## src/hw/rtl/lir_pkg.sv

```systemverilog
`default_nettype none
// ----------------------------------------------------------------------------
// lir_pkg: shared constants for the linear interpolation resampler
// Field widths, register indexes and limits used by the core, the
// interpolation unit and the port checker.
// ----------------------------------------------------------------------------
package lir_pkg;

    // payload widths
    localparam int SAMPLE_W  = 16;
    localparam int CHAN_W    = 3;
    localparam int STEP_W    = 37;
    localparam int COUNT_W   = 4;
    localparam int CFG_IDX_W = 4;
    localparam int SKIP_W    = 5;
    localparam int RES_CNT_W = 7;

    // default build parameters
    localparam int MAX_CHANNELS_DEF = 8;
    localparam int FRAC_BITS_DEF    = 32;

    // limits
    localparam int MAX_RESULTS = 64;
    localparam int SKIP_MAX    = 31;

    // register reset values
    localparam logic [STEP_W-1:0]  STEP_RESET  = 37'h01_0000_0000;
    localparam logic [COUNT_W-1:0] COUNT_RESET = 4'd1;

    // configuration register indexes
    localparam logic [CFG_IDX_W-1:0] REG_STEP_RATIO    = 4'd0;
    localparam logic [CFG_IDX_W-1:0] REG_CHANNEL_COUNT = 4'd1;

endpackage : lir_pkg
`default_nettype wire

```

## src/hw/rtl/lir_interp.sv

```systemverilog
`default_nettype none
// ----------------------------------------------------------------------------
// lir_interp: shared interpolation unit
// Two-step unit: capture the bracketing samples and the phase, then form
// the exact product (cur - prev) * phase. The result, prev plus the product
// scaled down with truncation toward zero, is read from the registers.
// ----------------------------------------------------------------------------
module lir_interp #(
    parameter int FRAC_BITS = lir_pkg::FRAC_BITS_DEF
) (
    input  wire logic                                clk,
    input  wire logic                                load_en,
    input  wire logic                                mult_en,
    input  wire logic signed [lir_pkg::SAMPLE_W-1:0] prev_sample,
    input  wire logic signed [lir_pkg::SAMPLE_W-1:0] cur_sample,
    input  wire logic        [FRAC_BITS-1:0]         frac,
    output logic signed      [lir_pkg::SAMPLE_W-1:0] result
);
    import lir_pkg::*;

    localparam int DIFF_W = SAMPLE_W + 1;
    localparam int PROD_W = DIFF_W + FRAC_BITS + 1;
    localparam int TOT_W  = PROD_W + 1;

    logic signed [SAMPLE_W-1:0] base_reg, base_next;
    logic signed [DIFF_W-1:0]   diff_reg, diff_next;
    logic        [FRAC_BITS-1:0] frac_reg, frac_next;
    logic signed [PROD_W-1:0]   prod_reg, prod_next;

    logic signed [FRAC_BITS:0]  frac_s;
    logic signed [TOT_W-1:0]    base_sh;
    logic signed [TOT_W-1:0]    total;
    logic        [SAMPLE_W-1:0] floor_q;
    logic                       round_up;

    // operand capture and exact product
    always_comb
    begin
        base_next = base_reg;
        diff_next = diff_reg;
        frac_next = frac_reg;
        prod_next = prod_reg;
        frac_s    = $signed({1'b0, frac_reg});
        if (load_en)
        begin
            base_next = prev_sample;
            diff_next = DIFF_W'(cur_sample) - DIFF_W'(prev_sample);
            frac_next = frac;
        end
        if (mult_en)
        begin
            prod_next = PROD_W'(diff_reg) * PROD_W'(frac_s);
        end
    end

    always_ff @(posedge clk)
    begin
        base_reg <= base_next;
        diff_reg <= diff_next;
        frac_reg <= frac_next;
        prod_reg <= prod_next;
    end

    // sum, then shift down with truncation toward zero
    always_comb
    begin
        base_sh  = TOT_W'(base_reg) <<< FRAC_BITS;
        total    = base_sh + TOT_W'(prod_reg);
        floor_q  = total[FRAC_BITS +: SAMPLE_W];
        round_up = total[TOT_W-1] && (|total[FRAC_BITS-1:0]);
        result   = $signed(floor_q + SAMPLE_W'(round_up));
    end

endmodule : lir_interp
`default_nettype wire

```

## src/hw/rtl/linear_interp_resampler_core.sv

```systemverilog
`default_nettype none
// ----------------------------------------------------------------------------
// linear_interp_resampler_core: streaming linear interpolation resampler
// Interleaved samples in, interpolated samples out, with a configurable
// input/output rate ratio and channel count.
// ----------------------------------------------------------------------------
// Usage:
//   Input channel (in_valid / in_stall / sample_in) takes one interleaved
//   sample per transaction. Channel order follows the frame position; the
//   last channel of a frame completes it. The first frame after reset only
//   primes the history.
//   Output channel (out_valid / out_stall / sample_out, chan_index,
//   last_of_run) gives one interpolated sample per transaction. last_of_run
//   marks the final result caused by one input sample.
//   Config channel (cfg_valid / cfg_ready / cfg_index / cfg_data) is always
//   ready; write it only while the block is idle. Index 0 is the step ratio
//   (Q.FRAC_BITS), index 1 the channel count.
// Sequencing:
//   A frame that emits N results sends all of them one at a time through
//   the single shared multiplier (load, multiply, sum). N is at most 64.
//   in_stall is high while a run is in progress. A stalled receiver holds
//   the output register and halts the run until the result is taken.
// Reset: history and phase clear, step ratio 1.0, one channel, and the
//   first frame is skipped.
// ----------------------------------------------------------------------------
module linear_interp_resampler_core #(
    parameter int MAX_CHANNELS = lir_pkg::MAX_CHANNELS_DEF,
    parameter int FRAC_BITS    = lir_pkg::FRAC_BITS_DEF
) (
    input  wire logic                                 clk,
    input  wire logic                                 rst_n,
    // input channel
    input  wire logic                                 in_valid,
    output logic                                      in_stall,
    input  wire logic signed [lir_pkg::SAMPLE_W-1:0]  sample_in,
    // output channel
    output logic                                      out_valid,
    input  wire logic                                 out_stall,
    output logic signed      [lir_pkg::SAMPLE_W-1:0]  sample_out,
    output logic             [lir_pkg::CHAN_W-1:0]    chan_index,
    output logic                                      last_of_run,
    // configuration channel
    input  wire logic                                 cfg_valid,
    output logic                                      cfg_ready,
    input  wire logic        [lir_pkg::CFG_IDX_W-1:0] cfg_index,
    input  wire logic        [lir_pkg::STEP_W-1:0]    cfg_data
);
    import lir_pkg::*;

    localparam int CH_W  = (MAX_CHANNELS > 1) ? $clog2(MAX_CHANNELS) : 1;
    localparam int ACC_W = STEP_W + 1;
    localparam int ADV_W = ACC_W - FRAC_BITS;

    typedef enum logic [1:0] {
        ST_IDLE,
        ST_LOAD,
        ST_MULT,
        ST_SUM
    } state_t;

    state_t state_reg, state_next;

    // configuration registers
    logic [STEP_W-1:0]  step_reg, step_next;
    logic [COUNT_W-1:0] count_reg, count_next;

    // resampler state
    logic signed [SAMPLE_W-1:0] prev_reg [MAX_CHANNELS];
    logic signed [SAMPLE_W-1:0] prev_next [MAX_CHANNELS];
    logic signed [SAMPLE_W-1:0] cur_reg [MAX_CHANNELS];
    logic signed [SAMPLE_W-1:0] cur_next [MAX_CHANNELS];
    logic [FRAC_BITS-1:0]       phase_reg, phase_next;
    logic [SKIP_W-1:0]          skip_reg, skip_next;
    logic [CH_W-1:0]            chan_pos_reg, chan_pos_next;

    // sequencer counters
    logic [CH_W-1:0]            k_reg, k_next;
    logic [RES_CNT_W-1:0]       n_reg, n_next;

    // output register
    logic                       out_valid_reg, out_valid_next;
    logic signed [SAMPLE_W-1:0] sample_out_reg, sample_out_next;
    logic [CHAN_W-1:0]          chan_reg, chan_next;
    logic                       last_reg, last_next;

    logic [COUNT_W-1:0]         nch;
    logic [ACC_W-1:0]           acc;
    logic [ADV_W-1:0]           adv;
    logic [ADV_W-1:0]           adv_m1;
    logic                       adv_nz;
    logic [SKIP_W-1:0]          skip_val;
    logic                       round_end;
    logic                       last_k;
    logic                       frame_done;
    logic                       out_free;
    logic                       load_en;
    logic                       mult_en;
    logic signed [SAMPLE_W-1:0] interp_result;

    // active channel count, clamped to the supported range
    always_comb
    begin
        if (count_reg == '0)
        begin
            nch = COUNT_W'(1);
        end
        else if (count_reg > COUNT_W'(MAX_CHANNELS))
        begin
            nch = COUNT_W'(MAX_CHANNELS);
        end
        else
        begin
            nch = count_reg;
        end
    end

    // phase advance and run bookkeeping
    always_comb
    begin
        acc       = ACC_W'(step_reg) + ACC_W'(phase_reg);
        adv       = acc[ACC_W-1:FRAC_BITS];
        adv_nz    = |adv;
        adv_m1    = adv - ADV_W'(1);
        skip_val  = (adv_m1 > ADV_W'(SKIP_MAX)) ? SKIP_W'(SKIP_MAX) : adv_m1[SKIP_W-1:0];
        round_end = adv_nz
                    || ((8'(n_reg) + 8'(nch) + 8'(nch)) > 8'(MAX_RESULTS));
        last_k     = (COUNT_W'(k_reg) + COUNT_W'(1)) == nch;
        frame_done = !((5'(chan_pos_reg) + 5'd1) < 5'(nch));
        out_free   = !out_valid_reg || !out_stall;
    end

    // shared interpolation unit
    lir_interp #(
        .FRAC_BITS (FRAC_BITS)
    ) u_interp (
        .clk         (clk),
        .load_en     (load_en),
        .mult_en     (mult_en),
        .prev_sample (prev_reg[k_reg]),
        .cur_sample  (cur_reg[k_reg]),
        .frac        (phase_reg),
        .result      (interp_result)
    );

    // sequencer and next-state logic
    always_comb
    begin
        state_next      = state_reg;
        step_next       = step_reg;
        count_next      = count_reg;
        prev_next       = prev_reg;
        cur_next        = cur_reg;
        phase_next      = phase_reg;
        skip_next       = skip_reg;
        chan_pos_next   = chan_pos_reg;
        k_next          = k_reg;
        n_next          = n_reg;
        out_valid_next  = out_valid_reg;
        sample_out_next = sample_out_reg;
        chan_next       = chan_reg;
        last_next       = last_reg;
        load_en         = 1'b0;
        mult_en         = 1'b0;

        // config write
        if (cfg_valid)
        begin
            if (cfg_index == REG_STEP_RATIO)
            begin
                step_next = cfg_data;
            end
            else if (cfg_index == REG_CHANNEL_COUNT)
            begin
                count_next = cfg_data[COUNT_W-1:0];
            end
        end

        // output transaction completes
        if (out_valid_reg && !out_stall)
        begin
            out_valid_next = 1'b0;
        end

        case (state_reg)
            ST_IDLE:
            begin
                if (in_valid)
                begin
                    prev_next[chan_pos_reg] = cur_reg[chan_pos_reg];
                    cur_next[chan_pos_reg]  = sample_in;
                    if (!frame_done)
                    begin
                        chan_pos_next = chan_pos_reg + CH_W'(1);
                    end
                    else
                    begin
                        chan_pos_next = '0;
                        if (skip_reg != '0)
                        begin
                            skip_next = skip_reg - SKIP_W'(1);
                        end
                        else
                        begin
                            k_next     = '0;
                            n_next     = '0;
                            state_next = ST_LOAD;
                        end
                    end
                end
            end
            ST_LOAD:
            begin
                load_en    = 1'b1;
                state_next = ST_MULT;
            end
            ST_MULT:
            begin
                mult_en    = 1'b1;
                state_next = ST_SUM;
            end
            ST_SUM:
            begin
                if (out_free)
                begin
                    out_valid_next  = 1'b1;
                    sample_out_next = interp_result;
                    chan_next       = CHAN_W'(k_reg);
                    last_next       = last_k && round_end;
                    if (last_k)
                    begin
                        // end of one frame of results: advance the phase
                        phase_next = acc[FRAC_BITS-1:0];
                        n_next     = n_reg + RES_CNT_W'(nch);
                        if (adv_nz)
                        begin
                            skip_next = skip_val;
                        end
                        if (round_end)
                        begin
                            state_next = ST_IDLE;
                        end
                        else
                        begin
                            k_next     = '0;
                            state_next = ST_LOAD;
                        end
                    end
                    else
                    begin
                        k_next     = k_reg + CH_W'(1);
                        state_next = ST_LOAD;
                    end
                end
            end
            default:
            begin
                state_next = ST_IDLE;
            end
        endcase
    end

    // state and registered outputs
    always_ff @(posedge clk or negedge rst_n)
    begin
        if (!rst_n)
        begin
            state_reg      <= ST_IDLE;
            step_reg       <= STEP_RESET;
            count_reg      <= COUNT_RESET;
            prev_reg       <= '{default: '0};
            cur_reg        <= '{default: '0};
            phase_reg      <= '0;
            skip_reg       <= SKIP_W'(1);
            chan_pos_reg   <= '0;
            k_reg          <= '0;
            n_reg          <= '0;
            out_valid_reg  <= 1'b0;
            sample_out_reg <= '0;
            chan_reg       <= '0;
            last_reg       <= 1'b0;
        end
        else
        begin
            state_reg      <= state_next;
            step_reg       <= step_next;
            count_reg      <= count_next;
            prev_reg       <= prev_next;
            cur_reg        <= cur_next;
            phase_reg      <= phase_next;
            skip_reg       <= skip_next;
            chan_pos_reg   <= chan_pos_next;
            k_reg          <= k_next;
            n_reg          <= n_next;
            out_valid_reg  <= out_valid_next;
            sample_out_reg <= sample_out_next;
            chan_reg       <= chan_next;
            last_reg       <= last_next;
        end
    end

    assign in_stall    = (state_reg != ST_IDLE);
    assign out_valid   = out_valid_reg;
    assign sample_out  = sample_out_reg;
    assign chan_index  = chan_reg;
    assign last_of_run = last_reg;
    assign cfg_ready   = 1'b1;

endmodule : linear_interp_resampler_core
`default_nettype wire

```

## config.mk

```make
export PLATFORM = sky130hd
export DESIGN_NAME = linear_interp_resampler_core
export DESIGN_NICKNAME = d
export VERILOG_FILES = /design/src/hw/rtl/lir_pkg.sv /design/src/hw/rtl/lir_interp.sv /design/src/hw/rtl/linear_interp_resampler_core.sv
export SDC_FILE = /design/constraint.sdc
export NUM_CORES = 2
export LEC_CHECK = 0
export ABC_AREA = 1
export BUFFER_PORTS_ARGS = -buffer_cell sky130_fd_sc_hd__buf_2
export CAP_MARGIN = 20
export CORE_UTILIZATION = 35
export DETAILED_ROUTE_END_ITERATION = 7
export GPL_TIMING_DRIVEN = 0
export PLACE_DENSITY_LB_ADDON = 0.05
export SYNTH_ARGS = -nofsm -noshare
export SYNTH_HDL_FRONTEND = slang
export SYNTH_SLANG_ARGS = --single-unit
```

## constraint.sdc

```tcl
create_clock -name clk -period 13.9 [get_ports clk]
set_input_delay 3.475 -clock clk [delete_from_list [all_inputs] [get_ports clk]]
set_output_delay 3.475 -clock clk [all_outputs]
set_load 0.005 [all_outputs]
```

# Yosys cells after proc, flatten, opt, wreduce, memory -nomap -nowiden
# Index checks and enable logic that the tools add are counted.
[word_totals]
ff_bits = 485
in_bits = 62
output_inout_bits = 23
wordCells = 143
[op_classes]
add_sub_neg = 13
mul = 1
order_cmp = 7
n_eq_ne = 13
muxes = 49
n_bitwise = 3
n_reduce_logical = 25
[op_table]
columns = ["cell", "count"]
rows = [
  ["$bwmux 128", 2],
  ["$bmux 16 s3", 3],
  ["$mux 16", 7],
  ["$add 48x50->51", 1],
  ["$mul 17x33->50", 1],
  ["$demux 16 s3", 1],
  ["$add 37x32->38", 1],
  ["$mux 5", 7],
  ["$mux 7", 5],
  ["$reduce_or 32->1", 1],
  ["$mux 3", 7],
  ["$sub 16x16->17", 1],
  ["$add 16x1->16", 1],
  ["$ne 2x2->1 const B", 7],
  ["$pmux 7 s2", 1],
  ["$reduce_and 6->1", 2],
  ["$mux 2", 5],
  ["$pmux 5 s2", 1],
  ["$add 3x1->4 const B", 2],
  ["$add 7x4->8", 1],
  ["$add 8x4->8", 1],
  ["$ge 4x4->1 const B", 2],
  ["$gt 8x7->1 const B", 1],
  ["$logic_not 4->1", 2],
  ["30 further kinds", 48],
]

# Longest topological paths before layout
[depth]
ltp_word = 11
mapped_depth = 28
ltp_nobuf = 26

# Hierarchy
# Synthesis repeated with hierarchy kept, for this count alone.
[hier_totals]
cells_unflattened = 5621
area_unflattened_um2 = 44525.2
[modules_own_cells]
columns = ["mod", "instances", "cells_each", "area_per_inst_um2", "seq_area_each_um2"]
rows = [
  ["lir_interp", 1, 3073, 24533.5, 3453.3],
  ["linear_interp_resampler_core", 1, 2548, 19991.7, 9262.6],
]

# Least setup slack after synthesis
# No wires, ideal clock.
[synth_timing]
path_type = "register to register"
start = "reg u_interp.frac_reg[7]"
end = "reg u_interp.prod_reg[42], data pin"
setup_ns = 0.258
t_arrival_ns = 5.638
required_ns = 13.642
slack_ns = 8.004
path_stages_with_launch = 26
n_path_buf = 2
synth_period_minus_slack_ns = 5.896
cell_sequence = "edfxtp_1 -> clkbuf_1 -> clkbuf_1 -> nand2_1 -> fa_1 -> inv_1 -> fa_1 -> inv_1 -> fa_1 -> inv_1 -> fa_1 -> fa_1 -> inv_1 -> fa_1 -> inv_1 -> ha_1 -> nand2_1 -> nor2_1 -> nand2_1 -> o21ai_0 -> a21oi_1 -> o21ai_0 -> nand2_1 -> nand2_1 -> a21oi_1 -> xnor2_1"
[synth_between]
elab_chain_cells = 1
[synth_lines]
columns = ["item", "line", "text"]
rows = [
  ["start: declaration", "lir_interp.sv:27", "logic [FRAC_BITS-1:0] frac_reg, frac_next;"],
  ["start signal: assignment", "lir_interp.sv:60", "frac_reg <= frac_next;"],
  ["$mul 17x33->50", "lir_interp.sv:52", "prod_next = PROD_W'(diff_reg) * PROD_W'(frac_s);"],
  ["end signal: assignment", "lir_interp.sv:61", "prod_reg <= prod_next;"],
  ["end: declaration", "lir_interp.sv:28", "logic signed [PROD_W-1:0] prod_reg, prod_next;"],
]
# Every way passes these cells.
# A chain may end at the register's enable or synchronous reset.

# Worst setup path in the final report
[layout_timing]
start = "reg u_interp.frac_reg[2]"
end = "reg u_interp.prod_reg[42], data pin"
# Same word-level chain as after synthesis.

==> flow_summary.json <==
{
  "status": "completed",
  "crit_cells": 23,
  "synthArstFlopShare_pct": 76.29,
  "core_um2": 122400,
  "multi_input_area_um2": 25670,
  "cts_tree": "yes",
  "crit_type": "reg -> reg",
  "rr_worst_depth": 23,
  "drc_errors": 0,
  "overflow": 0,
  "die_w_um": 354.2,
  "ctsHoldBuffers": 0,
  "area_growth_pct": 11.17,
  "crit_fanout": 10,
  "synth_edf_count": 115,
  "root_buffer": "clkbuf_16",
  "seqCellArea_um2": 12720,
  "cts_sinks": 485,
  "critPathMaxStageDelay_ns": 0.69,
  "path_common_cell": "fa_1",
  "routedWlPerCell_um": 21.19,
  "die-height_um": 354.2,
  "yosysWarnings": 0,
  "io_pins": 85,
  "dr.pass1.iters": 6,
  "synth_top_area_share_pct": 21.15,
  "final_cell_mix": "1303 x nand2_1, 1088 x inv_1, 512 x o21ai_0",
  "critical-path-top-delay-family": "adder cells",
  "n_antenna_cell": 0,
  "grt_pass1_wl_mm": 232.5,
  "clkTransAtPathRegs_ns": 0.05,
  "required_ns": 14.27,
  "final_common_cell": "nand2_1",
  "worst_clock_skew_ns": 0.04487,
  "first_iter_violations": 2676,
  "cap_violations": 0,
  "setup-tns-final_ns": 0,
  "drive_above_1_share_pct": 5.237,
  "drtAntennaViolNets": 0,
  "seq_area_frac_synth_pct": 29.29,
  "setup.worst_path.start_class": "flip-flop",
  "via_per_inst": 4.923,
  "critPathArrivalTime_ns": 8.09,
  "synthFlopType": "dfrtp_1",
  "grt_usage_pct": 24.64,
  "port-buffer-count": 83,
  "max-slew-margin-rel_pct": 24.69,
  "syn_area_per_cell_um2": 8.116,
  "synth.net_count": 6112,
  "yosysTopAreaCell": "dfrtp_1",
  "fillers": 12950,
  "startpoint": "u_interp.frac_reg[2]$_DFFE_PN_",
  "worst-r2r-setup-slack_ns": 6.19,
  "vias": 35360,
  "cp_slowest_cell": "clkbuf_1",
  "row_count": 128,
  "final-max-slew-violation-count": 0,
  "dp_hpwl_mm": 121.6,
  "nets": 6271,
  "die-area_um2": 125500,
  "drt_wl_total_mm": 152.2,
  "htreeDepth": 3,
  "gp_congestion": 0.8964,
  "start_util_pct": 35.48,
  "crit_chain": "clkbuf_1, clkbuf_1, nand2_1, fa_1, inv_1, fa_1, fa_1, fa_1, fa_1, inv_1, fa_1, inv_1, ha_1, a21oi_1, o21ai_0, a21oi_1, o21ai_0, a21oi_1, o21ai_0, nand2_1, nand2_1, a21oi_1, xnor2_1",
  "cts_made_buffers": 67,
  "clk_latency_ns": 0.65,
  "timing.rr.end": "u_interp.prod_reg[42]$_DFFE_PN_",
  "synth_area_um2": 43410,
  "worst_pin_slew_ns": 1.125,
  "period_needed_ns": 7.715,
  "max_freq_mhz": 129.6,
  "worstSetupEndpoint": "u_interp.prod_reg[42]$_DFFE_PN_",
  "cp-end-kind": "flip-flop",
  "netlist_top_cells_area": "dfrtp_1 21%, fa_1 21%, nand2_1 11%",
  "hold_path.class": "reg -> reg",
  "hold_viol": 0,
  "syn_inst": 5349,
  "postCtsSetupRepairBufs": 0,
  "antenna_found_initial": 0,
  "grt_start_max_net_pins": 98,
  "rsz0062_at_grt": "false",
  "ys_types": 61,
  "crit-reg2reg-launch": "u_interp.frac_reg[2]$_DFFE_PN_",
  "finalCritPeriodShare_pct": 55.50,
  "crit_buf_inv": 5,
  "synth_seq_cells": 485,
  "grt_pass1_vias": 36230,
  "postCtsResizedCells": 0,
  "cts_buffer_depth": 3,
  "setup_viol": 0
}
==> per-stage QoR <==
step           setup slack (ns)  instances  cell area (µm²)  utilization [%]  hold WS, ns
2_1_floorplan             8.004       5349            43410                -       0.4478
3_3_place_gp              1.176       7057            45860            37.48       0.4603
3_5_place_dp              6.309       7064            46050            37.64       0.4646
4_1_cts                   6.270       7182            48260            39.44       0.4795
5_1_grt                   5.938       7182            48260            39.44       0.4876
6_report                  6.185       7182            48260            39.44       0.4748
==> cell families after synthesis <==
logic type      count (synthesis)  synth area share, %
compound gates                931                11.77
xor+xnor                      117                2.430
fa+ha+maj                     701                28.05
buf+inv                      1342                11.63
flops                         485                29.29
mux                            29               0.7522
other cells                     1             0.008638
simple gates                 1743                16.06
==> per-layer routing <==
| metal | global-route usage (%) | part of all wire (%) | vias up |
|---|---|---|---|
| met4 | 8.198 | 3.6 | 0 |
| met2 | 40.02 | 46 | 815 |
| met1 | 34.42 | 46 | 17480 |
| li1 | - | - | 16880 |
| met3 | 2.334 | 4.0 | 186 |
| met5 | 0 | 0 | - |
==> area by class of cell <==
cell class              instances  share of cell area, %
plain buffers                 250                  1.970
clock buffers                  98                  3.969
clock inverters                20                 0.6067
inverters                    1092                  8.493
multi-input cells            3522                  53.19
flip-flops and latches        485                  26.35
well taps                    1625                  4.213
repair buffers                 90                  1.206
==> cells in the mapped netlist (4+ instances only) <==
cell	count
nor3_1	13
nor2_1	261
inv_1	1088
fa_1	454
nor4_1	16
nand3_1	65
nand4_1	27
a21oi_1	209
nand2_2	16
clkbuf_1	236
o21ai_1	14
o21a_1	7
nand3_2	8
edfxtp_1	115
o31ai_1	7
mux2_2	29
ha_1	247
buf_1	8
a21boi_0	4
o21bai_1	14
and3_1	4
or2_2	9
dfrtp_1	367
o21ai_0	512
nand2_1	1303
xnor2_1	48
o22ai_1	19
o211ai_1	81
nor2_2	5
nor3_2	6
buf_2	4
a31oi_1	42
a21o_1	4
xor2_1	65
==> how the worst min path moves through the flow <==
stage	start	to	slack [ns]	depth (start not counted)
finish	phase_reg[2]$_DFFE_PN0P_	u_interp.frac_reg[2]$_DFFE_PN_	0.47	0
global route	prev_reg[21]$_DFFE_PN0P_	prev_reg[21]$_DFFE_PN0P_	0.49	2
CTS	sample_out[13]$_DFFE_PN0P_	sample_out[13]$_DFFE_PN0P_	0.48	2
detailed placement	skip_reg[1]$_DFFE_PN0P_	skip_reg[1]$_DFFE_PN0P_	0.46	2
global placement	prev_reg[21]$_DFFE_PN0P_	prev_reg[21]$_DFFE_PN0P_	0.46	2
floorplan	prev_reg[17]$_DFFE_PN0P_	prev_reg[17]$_DFFE_PN0P_	0.45	2
Power is left out: the tool's default activity adds up to more than one toggle a clock period on the data nets, which glitch-free logic cannot reach.
